[src/sv/mks_pkg.sv]
package mks_pkg;

  // Register map, one 16-bit register per word
  localparam int unsigned CfgAddrW = 5;
  localparam logic [2:0] REG_TONE_FREQUENCY = 3'd0;
  localparam logic [2:0] REG_DOT_DURATION   = 3'd1;
  localparam logic [2:0] REG_DASH_DURATION  = 3'd2;
  localparam logic [2:0] REG_ELEMENT_GAP    = 3'd3;
  localparam logic [2:0] REG_WORD_GAP       = 3'd4;
  localparam logic [2:0] REG_CHAR_GAP       = 3'd5;

  typedef struct packed {
    logic [15:0] tone_frequency;
    logic [15:0] dot_duration;
    logic [15:0] dash_duration;
    logic [15:0] element_gap;
    logic [15:0] word_gap;
    logic [15:0] char_gap;
  } cfg_t;

  // Morse pattern, left-aligned: first element in bit 5, 1 = dash, 0 = dot
  typedef struct packed {
    logic       space;
    logic [2:0] len;
    logic [5:0] pat;
  } code_t;

  typedef enum logic [4:0] {
    S_IDLE = 5'b00001,
    S_TONE = 5'b00010,
    S_GAP  = 5'b00100,
    S_WORD = 5'b01000,
    S_CHAR = 5'b10000
  } seq_state_t;

  function automatic code_t code_lookup(input logic [7:0] c);
    code_t      r;
    logic [7:0] u;
    // fold lower case onto upper case
    u = (c >= 8'h61 && c <= 8'h7A) ? c - 8'h20 : c;
    unique case (u)
      8'h41: r = '{space: 1'b0, len: 3'd2, pat: 6'b010000}; // A .-
      8'h42: r = '{space: 1'b0, len: 3'd4, pat: 6'b100000}; // B -...
      8'h43: r = '{space: 1'b0, len: 3'd4, pat: 6'b101000}; // C -.-.
      8'h44: r = '{space: 1'b0, len: 3'd3, pat: 6'b100000}; // D -..
      8'h45: r = '{space: 1'b0, len: 3'd1, pat: 6'b000000}; // E .
      8'h46: r = '{space: 1'b0, len: 3'd4, pat: 6'b001000}; // F ..-.
      8'h47: r = '{space: 1'b0, len: 3'd3, pat: 6'b110000}; // G --.
      8'h48: r = '{space: 1'b0, len: 3'd4, pat: 6'b000000}; // H ....
      8'h49: r = '{space: 1'b0, len: 3'd2, pat: 6'b000000}; // I ..
      8'h4A: r = '{space: 1'b0, len: 3'd4, pat: 6'b011100}; // J .---
      8'h4B: r = '{space: 1'b0, len: 3'd3, pat: 6'b101000}; // K -.-
      8'h4C: r = '{space: 1'b0, len: 3'd4, pat: 6'b010000}; // L .-..
      8'h4D: r = '{space: 1'b0, len: 3'd2, pat: 6'b110000}; // M --
      8'h4E: r = '{space: 1'b0, len: 3'd2, pat: 6'b100000}; // N -.
      8'h4F: r = '{space: 1'b0, len: 3'd3, pat: 6'b111000}; // O ---
      8'h50: r = '{space: 1'b0, len: 3'd4, pat: 6'b011000}; // P .--.
      8'h51: r = '{space: 1'b0, len: 3'd4, pat: 6'b110100}; // Q --.-
      8'h52: r = '{space: 1'b0, len: 3'd3, pat: 6'b010000}; // R .-.
      8'h53: r = '{space: 1'b0, len: 3'd3, pat: 6'b000000}; // S ...
      8'h54: r = '{space: 1'b0, len: 3'd1, pat: 6'b100000}; // T -
      8'h55: r = '{space: 1'b0, len: 3'd3, pat: 6'b001000}; // U ..-
      8'h56: r = '{space: 1'b0, len: 3'd4, pat: 6'b000100}; // V ...-
      8'h57: r = '{space: 1'b0, len: 3'd3, pat: 6'b011000}; // W .--
      8'h58: r = '{space: 1'b0, len: 3'd4, pat: 6'b100100}; // X -..-
      8'h59: r = '{space: 1'b0, len: 3'd4, pat: 6'b101100}; // Y -.--
      8'h5A: r = '{space: 1'b0, len: 3'd4, pat: 6'b110000}; // Z --..
      8'h30: r = '{space: 1'b0, len: 3'd5, pat: 6'b111110}; // 0 -----
      8'h31: r = '{space: 1'b0, len: 3'd5, pat: 6'b011110}; // 1 .----
      8'h32: r = '{space: 1'b0, len: 3'd5, pat: 6'b001110}; // 2 ..---
      8'h33: r = '{space: 1'b0, len: 3'd5, pat: 6'b000110}; // 3 ...--
      8'h34: r = '{space: 1'b0, len: 3'd5, pat: 6'b000010}; // 4 ....-
      8'h35: r = '{space: 1'b0, len: 3'd5, pat: 6'b000000}; // 5 .....
      8'h36: r = '{space: 1'b0, len: 3'd5, pat: 6'b100000}; // 6 -....
      8'h37: r = '{space: 1'b0, len: 3'd5, pat: 6'b110000}; // 7 --...
      8'h38: r = '{space: 1'b0, len: 3'd5, pat: 6'b111000}; // 8 ---..
      8'h39: r = '{space: 1'b0, len: 3'd5, pat: 6'b111100}; // 9 ----.
      8'h20: r = '{space: 1'b1, len: 3'd0, pat: 6'b000000}; // space
      8'h2E: r = '{space: 1'b0, len: 3'd6, pat: 6'b010101}; // . .-.-.-
      8'h2C: r = '{space: 1'b0, len: 3'd6, pat: 6'b110011}; // , --..--
      8'h5F: r = '{space: 1'b0, len: 3'd6, pat: 6'b001101}; // _ ..--.-
      8'h3A: r = '{space: 1'b0, len: 3'd6, pat: 6'b111000}; // : ---...
      8'h3B: r = '{space: 1'b0, len: 3'd6, pat: 6'b101010}; // ; -.-.-.
      8'h3F: r = '{space: 1'b0, len: 3'd6, pat: 6'b001100}; // ? ..--..
      8'h2F: r = '{space: 1'b0, len: 3'd5, pat: 6'b100100}; // / -..-.
      8'h28: r = '{space: 1'b0, len: 3'd5, pat: 6'b101100}; // ( -.--.
      8'h29: r = '{space: 1'b0, len: 3'd6, pat: 6'b101101}; // ) -.--.-
      8'h3D: r = '{space: 1'b0, len: 3'd5, pat: 6'b100010}; // = -...-
      8'h40: r = '{space: 1'b0, len: 3'd6, pat: 6'b011010}; // @ .--.-.
      default: r = '{space: 1'b0, len: 3'd0, pat: 6'b000000};
    endcase
    return r;
  endfunction

endpackage

[src/sv/mks_regs.sv]
module mks_regs
  import mks_pkg::*;
(
  input  logic                clk,
  input  logic                rst_n,
  input  logic                cfg_psel,
  input  logic                cfg_penable,
  input  logic                cfg_pwrite,
  input  logic [CfgAddrW-1:0] cfg_paddr,
  input  logic [31:0]         cfg_pwdata,
  output logic [31:0]         cfg_prdata,
  output logic                cfg_pready,
  output cfg_t                cfg
);

  cfg_t       cfg_r;
  logic       wr_en;
  logic [2:0] idx;
  logic [15:0] rd_val;

  assign cfg_pready = 1'b1;
  assign wr_en      = cfg_psel & cfg_penable & cfg_pwrite;
  assign idx        = cfg_paddr[CfgAddrW-1:2];

  always_ff @(posedge clk) begin
    if (!rst_n) begin
      cfg_r <= '0;
    end else if (wr_en) begin
      unique case (idx)
        REG_TONE_FREQUENCY: cfg_r.tone_frequency <= cfg_pwdata[15:0];
        REG_DOT_DURATION:   cfg_r.dot_duration   <= cfg_pwdata[15:0];
        REG_DASH_DURATION:  cfg_r.dash_duration  <= cfg_pwdata[15:0];
        REG_ELEMENT_GAP:    cfg_r.element_gap    <= cfg_pwdata[15:0];
        REG_WORD_GAP:       cfg_r.word_gap       <= cfg_pwdata[15:0];
        REG_CHAR_GAP:       cfg_r.char_gap       <= cfg_pwdata[15:0];
        default: ;  // drop writes beyond the map
      endcase
    end
  end

  always_comb begin
    unique case (idx)
      REG_TONE_FREQUENCY: rd_val = cfg_r.tone_frequency;
      REG_DOT_DURATION:   rd_val = cfg_r.dot_duration;
      REG_DASH_DURATION:  rd_val = cfg_r.dash_duration;
      REG_ELEMENT_GAP:    rd_val = cfg_r.element_gap;
      REG_WORD_GAP:       rd_val = cfg_r.word_gap;
      REG_CHAR_GAP:       rd_val = cfg_r.char_gap;
      default:            rd_val = 16'd0;
    endcase
  end

  assign cfg_prdata = {16'd0, rd_val};
  assign cfg        = cfg_r;

endmodule

[src/sv/mks_seq.sv]
module mks_seq
  import mks_pkg::*;
(
  input  logic        clk,
  input  logic        rst_n,
  input  cfg_t        cfg,
  input  logic        in_tvalid,
  output logic        in_tready,
  input  logic [7:0]  in_tdata,
  output logic        out_tvalid,
  input  logic        out_tready,
  output logic [31:0] out_tdata,
  output logic        out_tuser,
  output logic        out_tlast
);

  seq_state_t  state_r, state_nxt;
  logic [5:0]  pat_r, pat_nxt;
  logic [2:0]  cnt_r, cnt_nxt;
  logic        out_valid_r, out_valid_nxt;
  logic        out_tone_r;
  logic [15:0] out_freq_r;
  logic [15:0] out_dur_r;
  logic        out_last_r;
  logic        adv;
  logic        seg_tone;
  logic [15:0] seg_freq;
  logic [15:0] seg_dur;
  logic        seg_last;

  // advance one segment whenever the output slot is free or being drained
  assign adv       = (state_r != S_IDLE) && (!out_valid_r || out_tready);
  assign in_tready = (state_r == S_IDLE);

  always_comb begin
    code_t lk;
    lk        = code_lookup(in_tdata);
    state_nxt = state_r;
    pat_nxt   = pat_r;
    cnt_nxt   = cnt_r;
    seg_tone  = 1'b0;
    seg_freq  = 16'd0;
    seg_dur   = cfg.char_gap;
    seg_last  = 1'b0;
    unique case (state_r)
      S_IDLE: begin
        if (in_tvalid) begin
          pat_nxt = lk.pat;
          cnt_nxt = lk.len;
          if (lk.space) begin
            state_nxt = S_WORD;
          end else if (lk.len != 3'd0) begin
            state_nxt = S_TONE;
          end else begin
            state_nxt = S_CHAR;
          end
        end
      end
      S_TONE: begin
        seg_tone = 1'b1;
        seg_freq = cfg.tone_frequency;
        seg_dur  = pat_r[5] ? cfg.dash_duration : cfg.dot_duration;
        if (adv) begin
          state_nxt = S_GAP;
        end
      end
      S_GAP: begin
        seg_dur = cfg.element_gap;
        if (adv) begin
          pat_nxt   = {pat_r[4:0], 1'b0};
          cnt_nxt   = cnt_r - 3'd1;
          state_nxt = (cnt_r == 3'd1) ? S_CHAR : S_TONE;
        end
      end
      S_WORD: begin
        seg_dur = cfg.word_gap;
        if (adv) begin
          state_nxt = S_CHAR;
        end
      end
      S_CHAR: begin
        seg_dur  = cfg.char_gap;
        seg_last = 1'b1;
        if (adv) begin
          state_nxt = S_IDLE;
        end
      end
      default: state_nxt = S_IDLE;
    endcase
  end

  always_comb begin
    if (adv) begin
      out_valid_nxt = 1'b1;
    end else if (out_tready) begin
      out_valid_nxt = 1'b0;
    end else begin
      out_valid_nxt = out_valid_r;
    end
  end

  always_ff @(posedge clk) begin
    if (!rst_n) begin
      state_r     <= S_IDLE;
      out_valid_r <= 1'b0;
      cnt_r       <= 3'd0;
      pat_r       <= 6'd0;
    end else begin
      state_r     <= state_nxt;
      out_valid_r <= out_valid_nxt;
      cnt_r       <= cnt_nxt;
      pat_r       <= pat_nxt;
    end
  end

  always_ff @(posedge clk) begin
    if (adv) begin
      out_tone_r <= seg_tone;
      out_freq_r <= seg_freq;
      out_dur_r  <= seg_dur;
      out_last_r <= seg_last;
    end
  end

  assign out_tvalid = out_valid_r;
  assign out_tdata  = {out_dur_r, out_freq_r};
  assign out_tuser  = out_tone_r;
  assign out_tlast  = out_last_r;

  a_state_onehot: assert property (@(posedge clk) disable iff (!rst_n)
    $onehot(state_r))
    else $error("sequencer state not one-hot");

  a_accept_busy: assert property (@(posedge clk) disable iff (!rst_n)
    (in_tvalid && in_tready) |=> (state_r != S_IDLE))
    else $error("accepted request left sequencer idle");

  a_elem_count: assert property (@(posedge clk) disable iff (!rst_n)
    (state_r == S_TONE || state_r == S_GAP) |-> (cnt_r != 3'd0))
    else $error("element phase with empty element count");

  a_tone_then_gap: assert property (@(posedge clk) disable iff (!rst_n)
    (adv && state_r == S_TONE) |=> (state_r == S_GAP && out_tvalid && out_tuser))
    else $error("tone segment not followed by element gap");

  a_char_end: assert property (@(posedge clk) disable iff (!rst_n)
    (adv && state_r == S_CHAR) |=> (state_r == S_IDLE && out_tvalid && out_tlast))
    else $error("character gap did not close the request");

endmodule

[src/sv/morse_keying_sequencer_unit.sv]
// Morse keying sequencer. Each request on the in_ stream is one ASCII
// character; it expands into a run of tone/silence segments on the out_
// stream: a tone of dot or dash length plus an element gap per Morse element,
// a single word gap for a space, and a closing character gap flagged with
// out_tlast. Letters of either case, digits and eleven punctuation marks are
// known; any other code yields the character gap alone. The request is taken
// in the idle state, then the sequencer emits one segment per cycle while
// the output is not stalled. The element shift register shifts one Morse
// element per tone/gap pair. Results sit in an output register, so a new
// character is taken while the final segment of the previous one still waits.
// Program the six 16-bit timing registers over the cfg_ port while the unit
// is idle: 0x00 tone frequency, 0x04 dot, 0x08 dash, 0x0C element gap, 0x10
// word gap, 0x14 character gap; all reset to zero.
module morse_keying_sequencer_unit
  import mks_pkg::*;
(
  input  logic                clk,
  input  logic                rst_n,
  // configuration
  input  logic                cfg_psel,
  input  logic                cfg_penable,
  input  logic                cfg_pwrite,
  input  logic [CfgAddrW-1:0] cfg_paddr,
  input  logic [31:0]         cfg_pwdata,
  output logic [31:0]         cfg_prdata,
  output logic                cfg_pready,
  // character requests
  input  logic                in_tvalid,
  output logic                in_tready,
  input  logic [7:0]          in_tdata,   // [7:0] ascii_char
  // segments
  output logic                out_tvalid,
  input  logic                out_tready,
  output logic [31:0]         out_tdata,  // [15:0] frequency, [31:16] duration
  output logic                out_tuser,  // [0] tone_on
  output logic                out_tlast   // last_segment
);

  cfg_t cfg;

  // hold the timing registers
  mks_regs u_regs (
    .clk         (clk),
    .rst_n       (rst_n),
    .cfg_psel    (cfg_psel),
    .cfg_penable (cfg_penable),
    .cfg_pwrite  (cfg_pwrite),
    .cfg_paddr   (cfg_paddr),
    .cfg_pwdata  (cfg_pwdata),
    .cfg_prdata  (cfg_prdata),
    .cfg_pready  (cfg_pready),
    .cfg         (cfg)
  );

  // look up the code, shift out its elements and register each segment
  mks_seq u_seq (
    .clk        (clk),
    .rst_n      (rst_n),
    .cfg        (cfg),
    .in_tvalid  (in_tvalid),
    .in_tready  (in_tready),
    .in_tdata   (in_tdata),
    .out_tvalid (out_tvalid),
    .out_tready (out_tready),
    .out_tdata  (out_tdata),
    .out_tuser  (out_tuser),
    .out_tlast  (out_tlast)
  );

endmodule

[config.mk]
export PLATFORM = sky130hd
export DESIGN_NAME = morse_keying_sequencer_unit
export DESIGN_NICKNAME = d
export VERILOG_FILES = /design/src/sv/mks_pkg.sv /design/src/sv/mks_regs.sv /design/src/sv/mks_seq.sv /design/src/sv/morse_keying_sequencer_unit.sv
export SDC_FILE = /design/constraint.sdc
export NUM_CORES = 1
export LEC_CHECK = 0
export ABC_AREA = 1
export BUFFER_PORTS_ARGS = -buffer_cell sky130_fd_sc_hd__buf_2
export CAP_MARGIN = 20
export CELL_PAD_IN_SITES_DETAIL_PLACEMENT = 1
export CELL_PAD_IN_SITES_GLOBAL_PLACEMENT = 1
export CORE_MARGIN = 2
export CORE_UTILIZATION = 41
export DETAILED_ROUTE_END_ITERATION = 10
export PLACE_DENSITY_LB_ADDON = 0.1
export SKIP_CTS_REPAIR_TIMING = 1
export SYNTH_ARGS = -nofsm -noshare
export SYNTH_HDL_FRONTEND = slang
export SYNTH_SLANG_ARGS = --single-unit
[constraint.sdc]
create_clock -name clk -period 3.4 [get_ports clk]
set_input_delay 0.68 -clock clk [delete_from_list [all_inputs] [get_ports clk]]
set_output_delay 0.68 -clock clk [all_outputs]
set_load 0.01 [all_outputs]
==> results.py <==
metrics = {
    "clocking": {
        "cts_made_buffers": 17,
        "htree_levels": 4,
        "cts_tree": "built",
        "clk_pin_slew_ps": 70,
        "cts_buffer_depth": 2,
        "clkSinkCount": 145,
        "cts-root-buf": "clkbuf_16",
        "clock_latency_ps": 430,
    },
    "timing": {
        "relSlewSlack_pct": 37.9,
        "setup_viol": 0,
        "rsz0062_at_grt": "false",
        "finalClockSkew_ps": 12.6,
        "finalSetupTns_ps": 0,
        "final_max_slew_viol_count": 0,
        "fin_crit_ps": 2920,
        "max_freq_ghz": 0.342,
        "period_share_pct": 86.0,
        "worst_pin_slew_ps": 930,
        "hold_viol": 0,
    },
    "floorplanning": {
        "io_pins": 121,
        "fp.dieH_um": 139,
        "die_area_um2": 19300,
        "coreArea_um2": 17900,
        "start_util_pct": 41.7,
        "die_w_um": 139,
        "rows": 49,
    },
    "detailed_routing": {
        "routedWlPerCell_um": 18.5,
        "dr.pass1.iters": 4,
        "drc": 0,
        "wl_mm": 24.1,
        "vias_per_cell": 5.45,
        "drtIter0Drc": 318,
        "antenna_left": 0,
        "route.vias.total": 7078,
    },
    "yosys": {
        "synth_cell_type_count": 47,
        "synth_enable_flop_cells": 34,
        "synth_area_um2": 7470,
        "yosysSeqAreaShare_pct": 43.4,
        "synth-seq-cells": 145,
        "ys_warn_count": 0,
        "async_flop_share_pct": 0,
        "avgSynthCellArea_um2": 7.62,
        "postSynthCellCount": 980,
        "synth.most_common_cell": "nor2_1",
        "synth_common_cells": "158 x nor2_1, 132 x nand2_1, 131 x o21ai_0, 111 x dfxtp_1, 88 x inv_1",
        "synth_area_leaders": "dfxtp_1 30%, edfxtp_1 14%, o21ai_0 8.8%",
        "yosysTopAreaCell": "dfxtp_1",
        "yosys_most_used_dff": "dfxtp_1",
        "synth_top_area_share_pct": 29.8,
    },
    "setup_path": {
        "startpoint": "cfg_paddr[4]",
        "crit_path_cell_trace": "buf_2 > inv_1 > nand2_1 > o21ai_0 > a221oi_1 > o211ai_1 > buf_2",
        "rrSetupSlack_ps": 920,
        "path_class": "in2out",
        "cp-end-kind": "output pin",
        "path_common_cell": "buf_2",
        "r2r_start": "u_seq.state_r[0]",
        "critPathMaxStageDelay_ps": 550,
        "crit_arrival_ps": 2240,
        "cp_num_buf_inv": 3,
        "critPathMaxFanout": 14,
        "cp_slowest_cell": "nand2_1",
        "required_ps": 2720,
        "start_kind": "input pin",
        "cp_top_family": "compound AO/OA/AOI/OAI gates",
    },
    "job": {
        "maxCapViolCount": 0,
    },
    "placed_design": {
        "io_buffers": 85,
        "place_area_um2": 8070,
        "gp_congestion": 0.870,
        "place_hpwl_mm": 15.8,
    },
    "grt": {
        "grt_max_degree": 33,
        "grt-ovfl-total": 0,
        "antenna_found_initial": 0,
        "grt_pass1_vias": 7078,
        "grt_pass1_wl_mm": 38.5,
        "grtUsageTotal_pct": 25.1,
    },
    "finish": {
        "stdcell_area_um2": 8680,
        "diodes": 0,
        "drive_above_1_share_pct": 16.8,
        "fillers": 2232,
        "multiInputGateArea_um2": 3560,
        "final_nets": 1121,
        "syn_to_final_growth_pct": 16.3,
        "seq_area_um2": 3240,
    },
    "hold_path": {
        "hold_path_class": "reg2reg",
        "hold_path.startpoint": "u_regs.cfg[40]",
    },
    "pwr": {
        "ir_drop_uv": 487,
        "p_per_area_nw_per_um2": 660,
        "p_leak_nw": 3.53,
    },
    "run_status": {
        "status": "finished, final reports clean",
    },
}
## kinds of logic (layout without fill, tap and decap cells)
kind of cell / count (synthesis) / after routing / synth area share (%)
adder cells (fa/ha/maj): 12 / 12 / 2.01
AO/OA/AOI/OAI: 290 / 290 / 22.7
XOR/XNOR: 1 / 1 / 0.117
multiplexers: 3 / 3 / 0.402
AND/OR/NAND/NOR: 361 / 361 / 21.5
other: 2 / 17 / 0.101
buffers and inverters: 166 / 241 / 9.72
flip-flops: 145 / 145 / 43.4
## worst register-to-register path: cells and delay by family, from the launching register on
kind / cells / cell delay [ps]
buf+inv: 5 / 1080
compound gates: 3 / 460
flops: 1 / 340
simple gates: 3 / 490
## registers in the layout, indices dropped and copies added, names as in the netlist
register,count
u_regs.cfg,96
u_seq.out_dur_r,16
u_seq.out_freq_r,16
u_seq.pat_r,6
u_seq.state_r,5
u_seq.cnt_r,3
u_seq.out_tlast,1
u_seq.out_tuser,1
u_seq.out_tvalid,1
## cell usage in the layout, fill, tap and decap left out, types with 3 or more instances in the layout
master	n
inv_2	10
o211ai_1	13
ha_1	12
nand3_1	36
nor3_1	6
clkbuf_16	19
a22oi_1	15
o31ai_1	3
buf_2	85
o2111ai_1	12
inv_1	88
dfxtp_1	111
nor2_4	4
a221oi_1	14
conb_1	17
o21ai_0	131
mux2i_1	3
a31oi_1	3
nor2_1	158
o22ai_1	9
nand2_2	6
nor3_2	4
nand2_1	132
edfxtp_1	34
nand3_2	4
a21oi_1	79
buf_4	24
## power by group
part	internal, W	switching [W]
Combinational	0.000477	0.00107
Sequential	0.00215	0.000108
Clock	0.00117	0.000753
Total	0.00380	0.00193
## final timing paths
check              endpoint  cells past startpoint
min          u_regs.cfg[40]                      2
max reg2reg  u_seq.pat_r[2]                     11
min reg2reg  u_regs.cfg[40]                      2
max           cfg_prdata[2]                      7
## area by class of cell
class / instances / area share [%]
Clock inverter: 11 / 1.43
Sequential cell: 145 / 37.4
Clock buffer: 21 / 5.56
Tap cell: 229 / 3.30
Multi-Input combinational cell: 684 / 41.0
Timing Repair Buffer: 109 / 6.98
Inverter: 100 / 4.35
## stage by stage
stage / power [W] / instances / setup slack [ps] / util (%) / hold WS (ps)
floorplan: 0.00327 / 995 / 819 / - / 439
global placement: 0.00383 / 1267 / 551 / 45.1 / 449
detailed placement: 0.00385 / 1267 / 499 / 45.1 / 460
CTS: 0.00578 / 1299 / 465 / 48.5 / 469
global route: 0.00603 / 1299 / 384 / 48.5 / 486
finish: 0.00573 / 1299 / 477 / 48.5 / 466
## routing by layer
layer,vias up,GRT usage (%),wire (µm)
met5,-,0,0
met4,0,7.39,368
met3,32,3.42,930
met2,184,41.5,11200
met1,3410,34.4,11600
li1,3452,-,-
(Power assumes the default switching activity.)
